**config.mk**
```make
export PLATFORM = sky130hd
export DESIGN_NAME = sd_command_sequencer_core
export DESIGN_NICKNAME = d
export VERILOG_FILES = /design/src/rtl/sdcs_pkg.sv /design/src/rtl/sd_command_sequencer_core.sv
export VERILOG_INCLUDE_DIRS = /design/src /design/src/rtl
export SDC_FILE = /design/constraint.sdc
export NUM_CORES = 1
export LEC_CHECK = 0
export ABC_AREA = 1
export BUFFER_PORTS_ARGS = -buffer_cell sky130_fd_sc_hd__buf_2
export CAP_MARGIN = 20
export CORE_ASPECT_RATIO = 0.9
export CORE_MARGIN = 2
export CORE_UTILIZATION = 55
export CTS_CLUSTER_SIZE = 28
export DETAILED_ROUTE_END_ITERATION = 10
export PLACE_DENSITY = 0.78
export SETUP_SLACK_MARGIN = 0.3
export SYNTH_ARGS = -nofsm -noshare
export SYNTH_HDL_FRONTEND = slang
export SYNTH_SLANG_ARGS = --single-unit
```
**constraint.sdc**
```tcl
create_clock -name clk -period 8.2 [get_ports clk]
set_clock_uncertainty 0.15 [all_clocks]
set_input_delay 0.41 -clock clk [delete_from_list [all_inputs] [get_ports clk]]
set_output_delay 0.41 -clock clk [all_outputs]
set_load 0.005 [all_outputs]
```
**src/rtl/sd_command_sequencer_core_assert.svh**
```systemverilog
// Assertion macros shared by the SD command sequencer RTL.
// Needs nothing else; included by files that carry concurrent checks.
`ifndef SD_COMMAND_SEQUENCER_CORE_ASSERT_SVH
`define SD_COMMAND_SEQUENCER_CORE_ASSERT_SVH

// Check that is masked while reset is asserted.
`define SDCS_CHECK(lbl, clk, rstn, prop, msg) \
	lbl: assert property (@(posedge clk) disable iff (!(rstn)) (prop)) else $error(msg);

// Check that also holds during reset.
`define SDCS_CHECK_ALWAYS(lbl, clk, prop, msg) \
	lbl: assert property (@(posedge clk) (prop)) else $error(msg);

`endif

```
**src/rtl/sdcs_pkg.sv**
```systemverilog
// Types and constants for the SD command sequencer.
// No dependencies; imported by sd_command_sequencer_core.
`timescale 1ns / 1ps

package sdcs_pkg;

	localparam int unsigned TICKS_W   = 24;
	localparam int unsigned IN_DATA_W  = 216;
	localparam int unsigned OUT_DATA_W = 176;

	typedef enum logic [1:0] {
		KIND_START  = 2'd0,
		KIND_STATUS = 2'd1,
		KIND_DMA    = 2'd2,
		KIND_TICK   = 2'd3
	} kind_t;

	typedef enum logic [3:0] {
		RC_OK          = 4'd0,
		RC_CMDCRC      = 4'd1,
		RC_CMDTIMEOUT  = 4'd2,
		RC_MISMATCH    = 4'd3,
		RC_CARDSTATUS  = 4'd4,
		RC_RXOVERRUN   = 4'd5,
		RC_DATACRC     = 4'd6,
		RC_DATATIMEOUT = 4'd7,
		RC_STARTBIT    = 4'd8,
		RC_UNKNOWN     = 4'd9,
		RC_DMA         = 4'd10,
		RC_SYSTIMEOUT  = 4'd11
	} result_code_t;

	// response_type codes
	localparam logic [2:0] RT_SHORT = 3'd1;
	localparam logic [2:0] RT_R3    = 3'd2;
	localparam logic [2:0] RT_R1    = 3'd3;
	localparam logic [2:0] RT_LONG  = 3'd4;

	// data_type / data direction codes
	localparam logic [1:0] DT_NONE  = 2'd0;
	localparam logic [1:0] DT_READ  = 2'd1;
	localparam logic [1:0] DT_WRITE = 2'd2;

	// issue_response_kind codes
	localparam logic [1:0] RK_NONE  = 2'd0;
	localparam logic [1:0] RK_SHORT = 2'd1;
	localparam logic [1:0] RK_LONG  = 2'd2;

	// status_flags bit positions
	localparam int unsigned FL_CCRCFAIL  = 0;
	localparam int unsigned FL_CTIMEOUT  = 1;
	localparam int unsigned FL_CMDREND   = 2;
	localparam int unsigned FL_RXOVERR   = 4;
	localparam int unsigned FL_DCRCFAIL  = 5;
	localparam int unsigned FL_DTIMEOUT  = 6;
	localparam int unsigned FL_STBITERR  = 7;
	localparam int unsigned FL_DMA_ERR   = 8;
	localparam int unsigned FL_DMA_DONE  = 9;

	// configuration register indexes
	localparam logic [1:0] REG_CMD_TO   = 2'd0;
	localparam logic [1:0] REG_READ_TO  = 2'd1;
	localparam logic [1:0] REG_WRITE_TO = 2'd2;

	localparam logic [TICKS_W-1:0] CMD_TO_RST   = 24'd10000;
	localparam logic [TICKS_W-1:0] READ_TO_RST  = 24'd1000000;
	localparam logic [TICKS_W-1:0] WRITE_TO_RST = 24'd1000;

	localparam logic [31:0] CS_ERROR_MASK = 32'hFD7F_E008;
	localparam logic [5:0]  APP_CMD_INDEX = 6'd55;

endpackage

```
**src/rtl/sd_command_sequencer_core.sv**
```systemverilog
// SD card host command sequencer, top level.
// Depends on sdcs_pkg and sd_command_sequencer_core_assert.svh.
`timescale 1ns / 1ps
`include "sd_command_sequencer_core_assert.svh"

// Sequences one SD command at a time. A start beat latches the command; if it
// is an application command, CMD55 with the card address goes out first and
// its R1 response is checked. The command is then issued, its response checked
// by type, and an optional read or write data phase closes on data-path or DMA
// flags. Timeouts count tick beats. Response, timeout and DMA errors reissue
// the whole sequence while retries remain, else it completes with an error
// code; data-path flags complete it without retry. Status, DMA and tick beats
// arriving while idle, and starts while busy, are dropped. Throughput: one input
// beat per clock while no held result stalls the output. Each beat is evaluated
// in the input register against the sequencer state in a single pass, and its
// result (if any) lands in the output register. s_tready drops only while the
// input register is full and the output register holds a result not being taken.
module sd_command_sequencer_core (
	input  logic                                clk,
	input  logic                                arst_n,
	// input stream
	input  logic                                s_tvalid,
	output logic                                s_tready,
	// tdata, low bit up: cmd_index[5:0], app_cmd[6], argument[38:7],
	// card_address[54:39], response_type[57:55], data_type[59:58],
	// retries[67:60], status_flags[77:68], resp_cmd_index[83:78],
	// response_low[147:84], response_high[211:148], zero fill to 215
	input  logic [sdcs_pkg::IN_DATA_W-1:0]      s_tdata,
	input  logic [1:0]                          s_tuser,   // kind
	// result stream
	output logic                                m_tvalid,
	input  logic                                m_tready,
	// tdata, low bit up: issue_index[5:0], issue_argument[37:6],
	// issue_response_kind[39:38], issue_data_dir[41:40], result_code[45:42],
	// resp_low[109:46], resp_high[173:110], zero fill to 175
	output logic [sdcs_pkg::OUT_DATA_W-1:0]     m_tdata,
	output logic [1:0]                          m_tuser,   // issue_valid[0], done_res[1]
	// configuration writes
	input  logic                                cfg_we,
	input  logic [1:0]                          cfg_index,
	input  logic [sdcs_pkg::TICKS_W-1:0]        cfg_wdata
);
	import sdcs_pkg::*;

	typedef enum logic [2:0] {
		PH_IDLE   = 3'd0,
		PH_PREFIX = 3'd1,
		PH_CMD    = 3'd2,
		PH_READ   = 3'd3,
		PH_WRITE  = 3'd4
	} phase_t;

	// ---------------- configuration ----------------
	logic [TICKS_W-1:0] cmd_to_q, read_to_q, write_to_q;

	always_ff @(posedge clk or negedge arst_n) begin
		if (!arst_n) begin
			cmd_to_q   <= CMD_TO_RST;
			read_to_q  <= READ_TO_RST;
			write_to_q <= WRITE_TO_RST;
		end else if (cfg_we) begin
			case (cfg_index)
				REG_CMD_TO:   cmd_to_q   <= cfg_wdata;
				REG_READ_TO:  read_to_q  <= cfg_wdata;
				REG_WRITE_TO: write_to_q <= cfg_wdata;
				default: ;   // unmapped index, write dropped
			endcase
		end
	end

	// ---------------- input register ----------------
	logic                 valid_s1;
	kind_t                kind_s1;
	logic [IN_DATA_W-1:0] data_s1;
	logic                 adv;

	assign s_tready = !valid_s1 || adv;

	always_ff @(posedge clk or negedge arst_n) begin
		if (!arst_n) begin
			valid_s1 <= 1'b0;
		end else if (s_tready) begin
			valid_s1 <= s_tvalid;
		end
	end

	always_ff @(posedge clk) begin
		if (s_tvalid && s_tready) begin
			kind_s1 <= kind_t'(s_tuser);
			data_s1 <= s_tdata;
		end
	end

	// beat fields
	logic [5:0]  in_index;
	logic        in_app;
	logic [31:0] in_arg;
	logic [15:0] in_addr;
	logic [2:0]  in_rtype;
	logic [1:0]  in_dtype;
	logic [7:0]  in_retries;
	logic [9:0]  in_flags;
	logic [5:0]  in_echo;
	logic [63:0] in_resp_lo, in_resp_hi;

	assign in_index   = data_s1[5:0];
	assign in_app     = data_s1[6];
	assign in_arg     = data_s1[38:7];
	assign in_addr    = data_s1[54:39];
	assign in_rtype   = data_s1[57:55];
	assign in_dtype   = data_s1[59:58];
	assign in_retries = data_s1[67:60];
	assign in_flags   = data_s1[77:68];
	assign in_echo    = data_s1[83:78];
	assign in_resp_lo = data_s1[147:84];
	assign in_resp_hi = data_s1[211:148];

	// ---------------- sequencer state ----------------
	phase_t             phase_q, phase_n;
	logic [5:0]         idx_q, idx_n;
	logic               app_q, app_n;
	logic [31:0]        arg_q, arg_n;
	logic [15:0]        addr_q, addr_n;
	logic [2:0]         rtype_q, rtype_n;
	logic [1:0]         dtype_q, dtype_n;
	logic [7:0]         retries_q, retries_n;
	logic [TICKS_W-1:0] timer_q, timer_n;
	logic [63:0]        cap_lo_q, cap_lo_n, cap_hi_q, cap_hi_n;

	// evaluation of the beat in the input register
	logic         do_issue, issue_app, do_fail, do_finish;
	result_code_t fail_code, fin_code, code;
	logic         card_err;

	logic         res_valid, res_issue, res_done;
	logic [5:0]   res_index;
	logic [31:0]  res_arg;
	logic [1:0]   res_rkind, res_ddir;
	result_code_t res_code;

	// output stalls only when a held result is not taken
	assign adv      = valid_s1 && (!m_tvalid || m_tready);
	assign card_err = |(in_resp_lo[31:0] & CS_ERROR_MASK);

	always_comb begin
		phase_n   = phase_q;
		idx_n     = idx_q;
		app_n     = app_q;
		arg_n     = arg_q;
		addr_n    = addr_q;
		rtype_n   = rtype_q;
		dtype_n   = dtype_q;
		retries_n = retries_q;
		timer_n   = timer_q;
		cap_lo_n  = cap_lo_q;
		cap_hi_n  = cap_hi_q;
		do_issue  = 1'b0;
		issue_app = app_q;
		do_fail   = 1'b0;
		fail_code = RC_OK;
		do_finish = 1'b0;
		fin_code  = RC_OK;
		code      = RC_OK;
		res_issue = 1'b0;
		res_done  = 1'b0;
		res_index = '0;
		res_arg   = '0;
		res_rkind = RK_NONE;
		res_ddir  = DT_NONE;
		res_code  = RC_OK;

		if (adv) begin
			case (kind_s1)
				KIND_START: begin
					if (phase_q == PH_IDLE) begin
						idx_n     = in_index;
						app_n     = in_app;
						arg_n     = in_arg;
						addr_n    = in_addr;
						rtype_n   = in_rtype;
						dtype_n   = in_dtype;
						retries_n = in_retries;
						cap_lo_n  = '0;
						cap_hi_n  = '0;
						do_issue  = 1'b1;
						issue_app = in_app;
					end
				end
				KIND_TICK: begin
					if (phase_q != PH_IDLE) begin
						if (timer_q > 24'd1) begin
							timer_n = timer_q - 24'd1;
						end else begin
							timer_n   = '0;
							do_fail   = 1'b1;
							fail_code = RC_SYSTIMEOUT;
						end
					end
				end
				KIND_DMA: begin
					// acts only while a transfer is armed; error wins
					if (phase_q != PH_IDLE && phase_q != PH_PREFIX &&
					    (dtype_q == DT_READ || dtype_q == DT_WRITE)) begin
						if (in_flags[FL_DMA_ERR]) begin
							do_fail   = 1'b1;
							fail_code = RC_DMA;
						end else if (in_flags[FL_DMA_DONE]) begin
							do_finish = 1'b1;
							fin_code  = RC_OK;
						end
					end
				end
				KIND_STATUS: begin
					case (phase_q)
						PH_PREFIX: begin
							if (in_flags[FL_CCRCFAIL]) code = RC_CMDCRC;
							if (in_flags[FL_CTIMEOUT]) code = RC_CMDTIMEOUT;
							if (in_flags[FL_CMDREND]) begin
								if (in_echo != APP_CMD_INDEX) code = RC_MISMATCH;
								cap_lo_n[31:0] = in_resp_lo[31:0];
								if (card_err) code = RC_CARDSTATUS;
							end
							if (code != RC_OK) begin
								do_fail   = 1'b1;
								fail_code = code;
							end else begin
								// prefix accepted: send the command proper
								do_issue  = 1'b1;
								issue_app = 1'b0;
							end
						end
						PH_CMD: begin
							case (rtype_q)
								RT_SHORT: begin
									if (in_flags[FL_CCRCFAIL]) code = RC_CMDCRC;
									if (in_flags[FL_CTIMEOUT]) code = RC_CMDTIMEOUT;
									if (in_flags[FL_CMDREND]) cap_lo_n[31:0] = in_resp_lo[31:0];
								end
								RT_R3: begin
									// CRC is not valid on R3: a crc flag still means a response
									if (in_flags[FL_CTIMEOUT]) code = RC_CMDTIMEOUT;
									if (in_flags[FL_CMDREND] || in_flags[FL_CCRCFAIL])
										cap_lo_n[31:0] = in_resp_lo[31:0];
								end
								RT_R1: begin
									if (in_flags[FL_CCRCFAIL]) code = RC_CMDCRC;
									if (in_flags[FL_CTIMEOUT]) code = RC_CMDTIMEOUT;
									if (in_flags[FL_CMDREND]) begin
										if (in_echo != idx_q) code = RC_MISMATCH;
										cap_lo_n[31:0] = in_resp_lo[31:0];
										if (card_err) code = RC_CARDSTATUS;
									end
								end
								RT_LONG: begin
									if (in_flags[FL_CCRCFAIL]) code = RC_CMDCRC;
									if (in_flags[FL_CTIMEOUT]) code = RC_CMDTIMEOUT;
									if (in_flags[FL_CMDREND]) begin
										cap_lo_n = in_resp_lo;
										cap_hi_n = in_resp_hi;
									end
								end
								default: ;   // no response expected
							endcase
							if (code != RC_OK) begin
								do_fail   = 1'b1;
								fail_code = code;
							end else if (dtype_q == DT_READ) begin
								phase_n = PH_READ;
								timer_n = read_to_q;
							end else if (dtype_q == DT_WRITE) begin
								phase_n = PH_WRITE;
								timer_n = write_to_q;
							end else begin
								do_finish = 1'b1;
								fin_code  = RC_OK;
							end
						end
						PH_READ, PH_WRITE: begin
							// data-path flags close the sequence, no retry
							code = RC_UNKNOWN;
							if (in_flags[FL_RXOVERR]) code = RC_RXOVERRUN;
							if (in_flags[FL_DCRCFAIL]) code = RC_DATACRC;
							if (in_flags[FL_DTIMEOUT]) code = RC_DATATIMEOUT;
							if (in_flags[FL_STBITERR]) code = RC_STARTBIT;
							do_finish = 1'b1;
							fin_code  = code;
						end
						default: ;   // idle
					endcase
				end
				default: ;
			endcase
		end

		// retry or give up
		if (do_fail) begin
			if (retries_q != 8'd0) begin
				retries_n = retries_q - 8'd1;
				do_issue  = 1'b1;
				issue_app = app_q;
			end else begin
				do_finish = 1'b1;
				fin_code  = fail_code;
			end
		end

		if (do_issue) begin
			timer_n   = cmd_to_q;
			res_issue = 1'b1;
			if (issue_app) begin
				phase_n   = PH_PREFIX;
				res_index = APP_CMD_INDEX;
				res_arg   = {addr_n, 16'h0000};
				res_rkind = RK_SHORT;
				res_ddir  = DT_NONE;
			end else begin
				phase_n   = PH_CMD;
				res_index = idx_n;
				res_arg   = arg_n;
				if (rtype_n == RT_LONG)
					res_rkind = RK_LONG;
				else if (rtype_n == RT_SHORT || rtype_n == RT_R3 || rtype_n == RT_R1)
					res_rkind = RK_SHORT;
				else
					res_rkind = RK_NONE;
				res_ddir = (dtype_n == DT_READ || dtype_n == DT_WRITE) ? dtype_n : DT_NONE;
			end
		end

		if (do_finish) begin
			phase_n  = PH_IDLE;
			timer_n  = '0;
			res_done = 1'b1;
			res_code = fin_code;
		end

		res_valid = res_issue || res_done;
	end

	always_ff @(posedge clk or negedge arst_n) begin
		if (!arst_n) begin
			phase_q   <= PH_IDLE;
			idx_q     <= '0;
			app_q     <= 1'b0;
			arg_q     <= '0;
			addr_q    <= '0;
			rtype_q   <= '0;
			dtype_q   <= '0;
			retries_q <= '0;
			timer_q   <= '0;
			cap_lo_q  <= '0;
			cap_hi_q  <= '0;
		end else begin
			phase_q   <= phase_n;
			idx_q     <= idx_n;
			app_q     <= app_n;
			arg_q     <= arg_n;
			addr_q    <= addr_n;
			rtype_q   <= rtype_n;
			dtype_q   <= dtype_n;
			retries_q <= retries_n;
			timer_q   <= timer_n;
			cap_lo_q  <= cap_lo_n;
			cap_hi_q  <= cap_hi_n;
		end
	end

	// ---------------- output register ----------------
	logic                  m_valid_q;
	logic [1:0]            m_user_q;
	logic [OUT_DATA_W-1:0] m_data_q;

	always_ff @(posedge clk or negedge arst_n) begin
		if (!arst_n) begin
			m_valid_q <= 1'b0;
		end else if (adv) begin
			m_valid_q <= res_valid;
		end else if (m_tready) begin
			m_valid_q <= 1'b0;
		end
	end

	always_ff @(posedge clk) begin
		if (adv && res_valid) begin
			m_user_q <= {res_done, res_issue};
			m_data_q <= {2'b00, cap_hi_n, cap_lo_n, res_code, res_ddir, res_rkind,
			             res_arg, res_index};
		end
	end

	assign m_tvalid = m_valid_q;
	assign m_tuser  = m_user_q;
	assign m_tdata  = m_data_q;

	// ---------------- checks ----------------
	`SDCS_CHECK_ALWAYS(a_idle_timer_clear, clk, (phase_q == PH_IDLE) |-> (timer_q == '0), "timer running while idle")
	`SDCS_CHECK(a_done_goes_idle, clk, arst_n, (adv && res_done) |=> (phase_q == PH_IDLE), "completion left sequencer busy")
	`SDCS_CHECK(a_issue_goes_busy, clk, arst_n, (adv && res_issue) |=> (phase_q == PH_PREFIX || phase_q == PH_CMD), "issue without command phase")
	`SDCS_CHECK(a_single_kind, clk, arst_n, (adv && res_valid) |=> (m_tvalid && (m_tuser[0] != m_tuser[1])), "result both issue and done")

endmodule

```
==> impl_metrics.ini, run 1 <==
[drt]
post-route-drc-count = 0
via_count = 22240
drt_iter0_drc = 2366
wl_per_cell_um = 20.33
drtPass1Iterations = 6
route.met2.wl_um = 38940
met3_length_um = 6933
via_per_inst = 5.659
detail-route-antenna-nets = 0
wl_um = 79880
highest_layer = met5
met1_length_um = 30770

[global_route]
grt_use_total_pct = 29.96
grt_max_degree = 140
grt_pass1_wl_um = 123700
grt_pass1_vias = 22630
grt-ovfl-total = 0
antenna_found_initial = 10

[place]
place.gp.congestion = 0.9214
pre_cts_slack_ns = 1.642
dpl.cell_count = 3547
port_buffers = 421
post-dp-hpwl_um = 43860

[run]
maxCapViolCount = 0

[yosys]
synth_edf_count = 389
ys_warn_count = 0
synthDistinctLibCells = 54
ys_seq_area_share_pct = 68.35
synth_flop_cell = edfxtp_1
syn_area_per_cell_um2 = 10.92
ys_seq_elements = 686
syn_inst = 2564
syn_area_mm2 = 0.02800
async_reset_ff_share_pct = 43.29

[sta]
slew_headroom_pct = 24.92
setup_viol = 0
fmax_ghz = 0.1576
worst_pin_slew_ns = 1.121
finalHoldViolations = 0
period_needed_ns = 6.343
rsz0062_at_grt = false
fin_setup_tns_ns = 0
hold_slack_ns = 0.2146
setup_ws_ns = 1.857
drv_slew = 0
fin_crit_sh_pct = 77.36

[cells_and_area]
drive_above_1_share_pct = 19.54
final_common_cell = buf_2
nets = 3439
final_cell_mix = buf_2 (420), edfxtp_1 (389), nand2_1 (375)
fill_cells = 3392
area_delta_synth_final_pct = 26.35
fin_cells = 3930

[critical_path]
reg2reg_from = kind_s1[1]
critPathTopFamily = buffers and inverters
worstSetupPathType = reg -> reg
reg2reg_depth = 12
worst_path_largest_cell_delay_ns = 1.05
cp-startpoint = kind_s1[1]
worstPathArrival_ns = 6.43
cp.required_ns = 8.28
cp.depth = 12
crit_chain = inv_1, ha_1, clkinv_1, nor2_4, buf_4, inv_2, nor2_1, nor2_2, nand2_8, nor2_4, inv_8, buf_4
cp_max_fo = 105
cp-end-kind = flop
startpoint_type = flop
critPathBufInv = 6
cp_slowest_cell = clkinv_1

[floorplanning]
die_w_um = 241.8
initial_utilization_pct = 55.60
ios = 429
fp.dieH_um = 218.0
die_area_mm2 = 0.05273
core_mm2 = 0.05036
rows = 78

[power_and_ir_drop]
power_density_mw_per_mm2 = 295.3
peakVddDrop_mv = 0.2346
total_leakage_power_nw = 15.22
finalPower_mw = 10.45

[clock_tree]
clk_latency_ns = 0.62
cts_root_buffer = clkbuf_16
clk_pin_slew_ns = 0.06
cts_tree = built
postCtsSetupRepairBufs = 0
cts-htree-levels = 3
cts-hold-fix-buffers = 240
clockBufferDepth = 3
cts_buffers = 68
cts_sinks = 686
postCtsResizedCells = 0

[worst_hold_path]
hold_path.class = in -> async

[status]
status = completed
cells in the mapped netlist (32+ instances only):
cell      count  share of area, %
inv_1       310               4.2
nand2_1     375               5.0
nand3_1     194               3.5
edfxtp_1    389                42
a221oi_1     32               1.0
o22ai_1      33              0.74
nor2_1      227               3.0
a211oi_1     32              0.86
dfrtp_1     279                25
clkbuf_1     95               1.3
o21ai_0     319               5.7
a21oi_1      51              0.91
logic make-up (layout without fill, tap and decap cells):
family	count (synthesis)	count (layout)	share of synthesized area [%]
XOR/XNOR	18	18	0.5631
flip-flops	686	686	68.35
AO/OA/AOI/OAI	505	505	10.15
multiplexers	18	18	0.7150
AND/OR/NAND/NOR	868	868	13.38
other	1	17	0.01339
adder cells (fa/ha/maj)	9	9	0.4022
buffers and inverters	459	1129	6.431
final cells by class:
cell class              instances  area [µm²]  area share (%)
diodes                         15       37.54          0.1061
clock buffers                  95        1956           5.528
clock inverters                29       310.3          0.8772
inverters                     324        1234           3.487
multi-input cells            1420        7122           20.13
flip-flops and latches        686       19140           54.09
well taps                     680       850.8           2.405
repair buffers                681        4730           13.37
registers in the layout, summed over array words and instances (netlist names), 3 cells and up:
register and count:
read_to_q 24, write_to_q 24, phase_q 3, rtype_q 3
m_tdata 174, timer_q 24, idx_q 6, retries_q 8
cap_lo_q 64, cmd_to_q 24, arg_q 32, addr_q 16
cap_hi_q 64, data_s1 211
per-layer routing:
layer / GRT usage [%] / vias up
met1: 39.11 / 10840
met4: 12.47 / 4
li1: - / 9934
met3: 6.424 / 240
met5: 0 / -
met2: 49.24 / 1222
final timing paths:
| path | endpoint | slack (ns) |
|---|---|---|
| worst max-delay path | m_tdata[129] | 1.86 |
| worst min-delay path | cap_lo_q[18] | 0.21 |
| worst max register to register | m_tdata[129] | 1.86 |
| worst min register to register | read_to_q[1] | 0.34 |
| max in group asynchronous | cap_lo_q[42] | 6.01 |
| min in group clk | read_to_q[1] | 0.34 |
stage by stage:
step | utilization, % | instance area, µm²
finish | 70.25 | 35380
floorplan | - | 28000
global placement | 60.72 | 30580
detailed placement | 60.72 | 30580
CTS | 69.99 | 35250
global route | 70.21 | 35360
power breakdown:
group | switching [mW] | internal, mW
clock network | 1.38 | 1.81
registers | 0.299 | 4.35
logic | 1.74 | 0.872
total | 3.42 | 7.03
Note: power is estimated with default switching activity, not from simulation.
==> run 2: changes to the inputs <==
Clock period 8.2 ns to 6.6 ns, I/O delays scaled along.
==> run 2 against run 1 <==
  * Final area grew 0.13%
  * Highest routed layer unchanged
  * Die area is the same
  * Critical path type unchanged
  * Count of clock-buffer cells in the layout shrank 3
  * Worst setup slack lost 0.70 ns
  * Sequential cell count is the same
  * Maximum frequency grew 16%
  * Utilization grew 0.094 points
  * Largest power group unchanged
  * Sequential power grew 24%
  * Critical path depth is the same
  * Clock power grew 26%
==> impl_metrics.ini, run 2 (synthesis gave the netlist of run 1 again) <==
[cells_and_area]
nets = 3443
drive_above_1_share_pct = 19.66
fin_cells = 3929
regMostFlops = data_s1
largest_reg_flops = 211
final_cell_mix = buf_2 (420), edfxtp_1 (389), nand2_1 (375)
final_common_cell = buf_2
area_delta_synth_final_pct = 26.52

[status]
status = completed

[run]
maxCapViolCount = 0

[global_route]
grt_use_total_pct = 29.78
grt_pass1_wl_um = 123200
antenna_found_initial = 9
grt_pass1_vias = 22310
grt_max_degree = 160
grt-ovfl-total = 0

[power_and_ir_drop]
internal_power_mw = 8.802
finalPower_mw = 13.05
p_sw_share_pct = 32.54
power_density_mw_per_mm2 = 368.4
switchingPower_mw = 4.246
peakVddDrop_mv = 0.3153
comb_power_share_pct = 24.9
p_seq_share_pct = 44.2
clock_power_share_pct = 30.9
total_leakage_power_nw = 15.25

[place]
place.gp.congestion = 0.9145
pre_cts_slack_ns = 1.362
dpl.cell_count = 3551
port_buffers = 421
post-dp-hpwl_um = 44350

[drt]
via_count = 22040
detail-route-antenna-nets = 0
drt_iter0_drc = 2220
post-route-drc-count = 0
wl_per_cell_um = 20.07
drtPass1Iterations = 5
via_per_inst = 5.610
wl_um = 78860

[sta]
fin_setup_tns_ns = 0
worst_pin_slew_ns = 1.159
period_needed_ns = 5.448
drv_slew = 0
setup_ws_ns = 1.152
fin_crit_sh_pct = 82.54
slew_headroom_pct = 22.66
rsz0062_at_grt = false
setup_viol = 0
fmax_ghz = 0.1836
finalHoldViolations = 0

[floorplanning]
initial_utilization_pct = 55.60
die_w_um = 241.8
ios = 429
fp.dieH_um = 218.0
rows = 78
core_mm2 = 0.05036
die_area_mm2 = 0.05273

[clock_tree]
clk_latency_ns = 0.63
cts-htree-levels = 3
cts_buffers = 69
postCtsSetupRepairBufs = 0
clockBufferDepth = 3
cts_sinks = 686
clk_pin_slew_ns = 0.06
cts_tree = built
cts_root_buffer = clkbuf_16

[critical_path]
reg2reg_from = kind_s1[1]
startpoint_type = flop
cp.required_ns = 6.74
worstPathArrival_ns = 5.59
cp_max_fo = 91
cp-startpoint = kind_s1[1]
worstSetupPathType = reg -> reg
cp-end-kind = flop

[worst_hold_path]
hold_path.class = in -> async
-- run 2: changes by cell type in the layout (fill, tap and decap cells not counted), sizes merged, moves of 2 or more --
cell,change
clkbuf,-3
diode,-6
buf,+3
bufinv,+3
inv,+2
-- run 2: worst paths after layout --
check / end / slack (ns) / depth (start not counted)
min in group clk: data_s1[136] / 0.26 / 2
hold / removal: cap_lo_q[18] / 0.16 / 2
hold reg to reg: cmd_to_q[14] / 0.34 / 2
max in group asynchronous: cap_lo_q[40] / 4.75 / 3
setup / recovery: m_tdata[21] / 1.15 / 12
setup reg to reg: m_tdata[21] / 1.15 / 12
-- run 2: repair_timing --
action,CTS,global route
endpoints found under the setup margin,0,0
gates resized for setup,0,0
endpoints found under the hold margin,367,0
hold buffers,240,0
-- run 2: critical path: stages (launching register included) --
cell,delay (ns)
edfxtp_1,0.42
inv_1,0.12
ha_1,0.17
buf_4,0.31
clkinv_1,0.76
nor2_1,0.47
nand2_1,0.11
nand2_2,0.13
nand3_2,0.48
nand2_2,0.62
nor2_4,0.27
inv_8,0.59
buf_4,0.42
-- run 2: per-stage QoR --
stage	hold WS (ns)	util, %	cell area [µm²]
floorplan	-0.1156	-	28000
global placement	0.2486	60.83	30630
detailed placement	0.2432	60.83	30630
CTS	0.1901	70.18	35340
global route	0.2239	70.33	35420
finish	0.1614	70.34	35420
-- run 2: cell type report --
type	instances	area, µm²
inverter	324	1234
tap	680	850.8
fill	3380	14940
clock inverter	34	431.7
antenna	9	22.52
multi-input combinational	1420	7122
sequential	686	19140
timing repair buffer	684	4753
clock buffer	92	1873
-- run 2: power groups by stage --
stage	clock network [mW]	registers (mW)	logic, mW
global placement	0	5.78	2.90
detailed placement	0	5.81	3.00
CTS	4.04	5.74	3.15
global route	4.24	5.84	3.58
finish	4.03	5.77	3.25
floorplan	0	5.80	2.04
-- run 2: layer usage --
layer,track usage [%],vias up,part of all wire (%)
li1,-,9909,-
met1,37.88,10720,38
met2,49.52,1178,50
met3,7.482,227,8.5
met4,11.71,4,3.6
met5,0,-,0.034
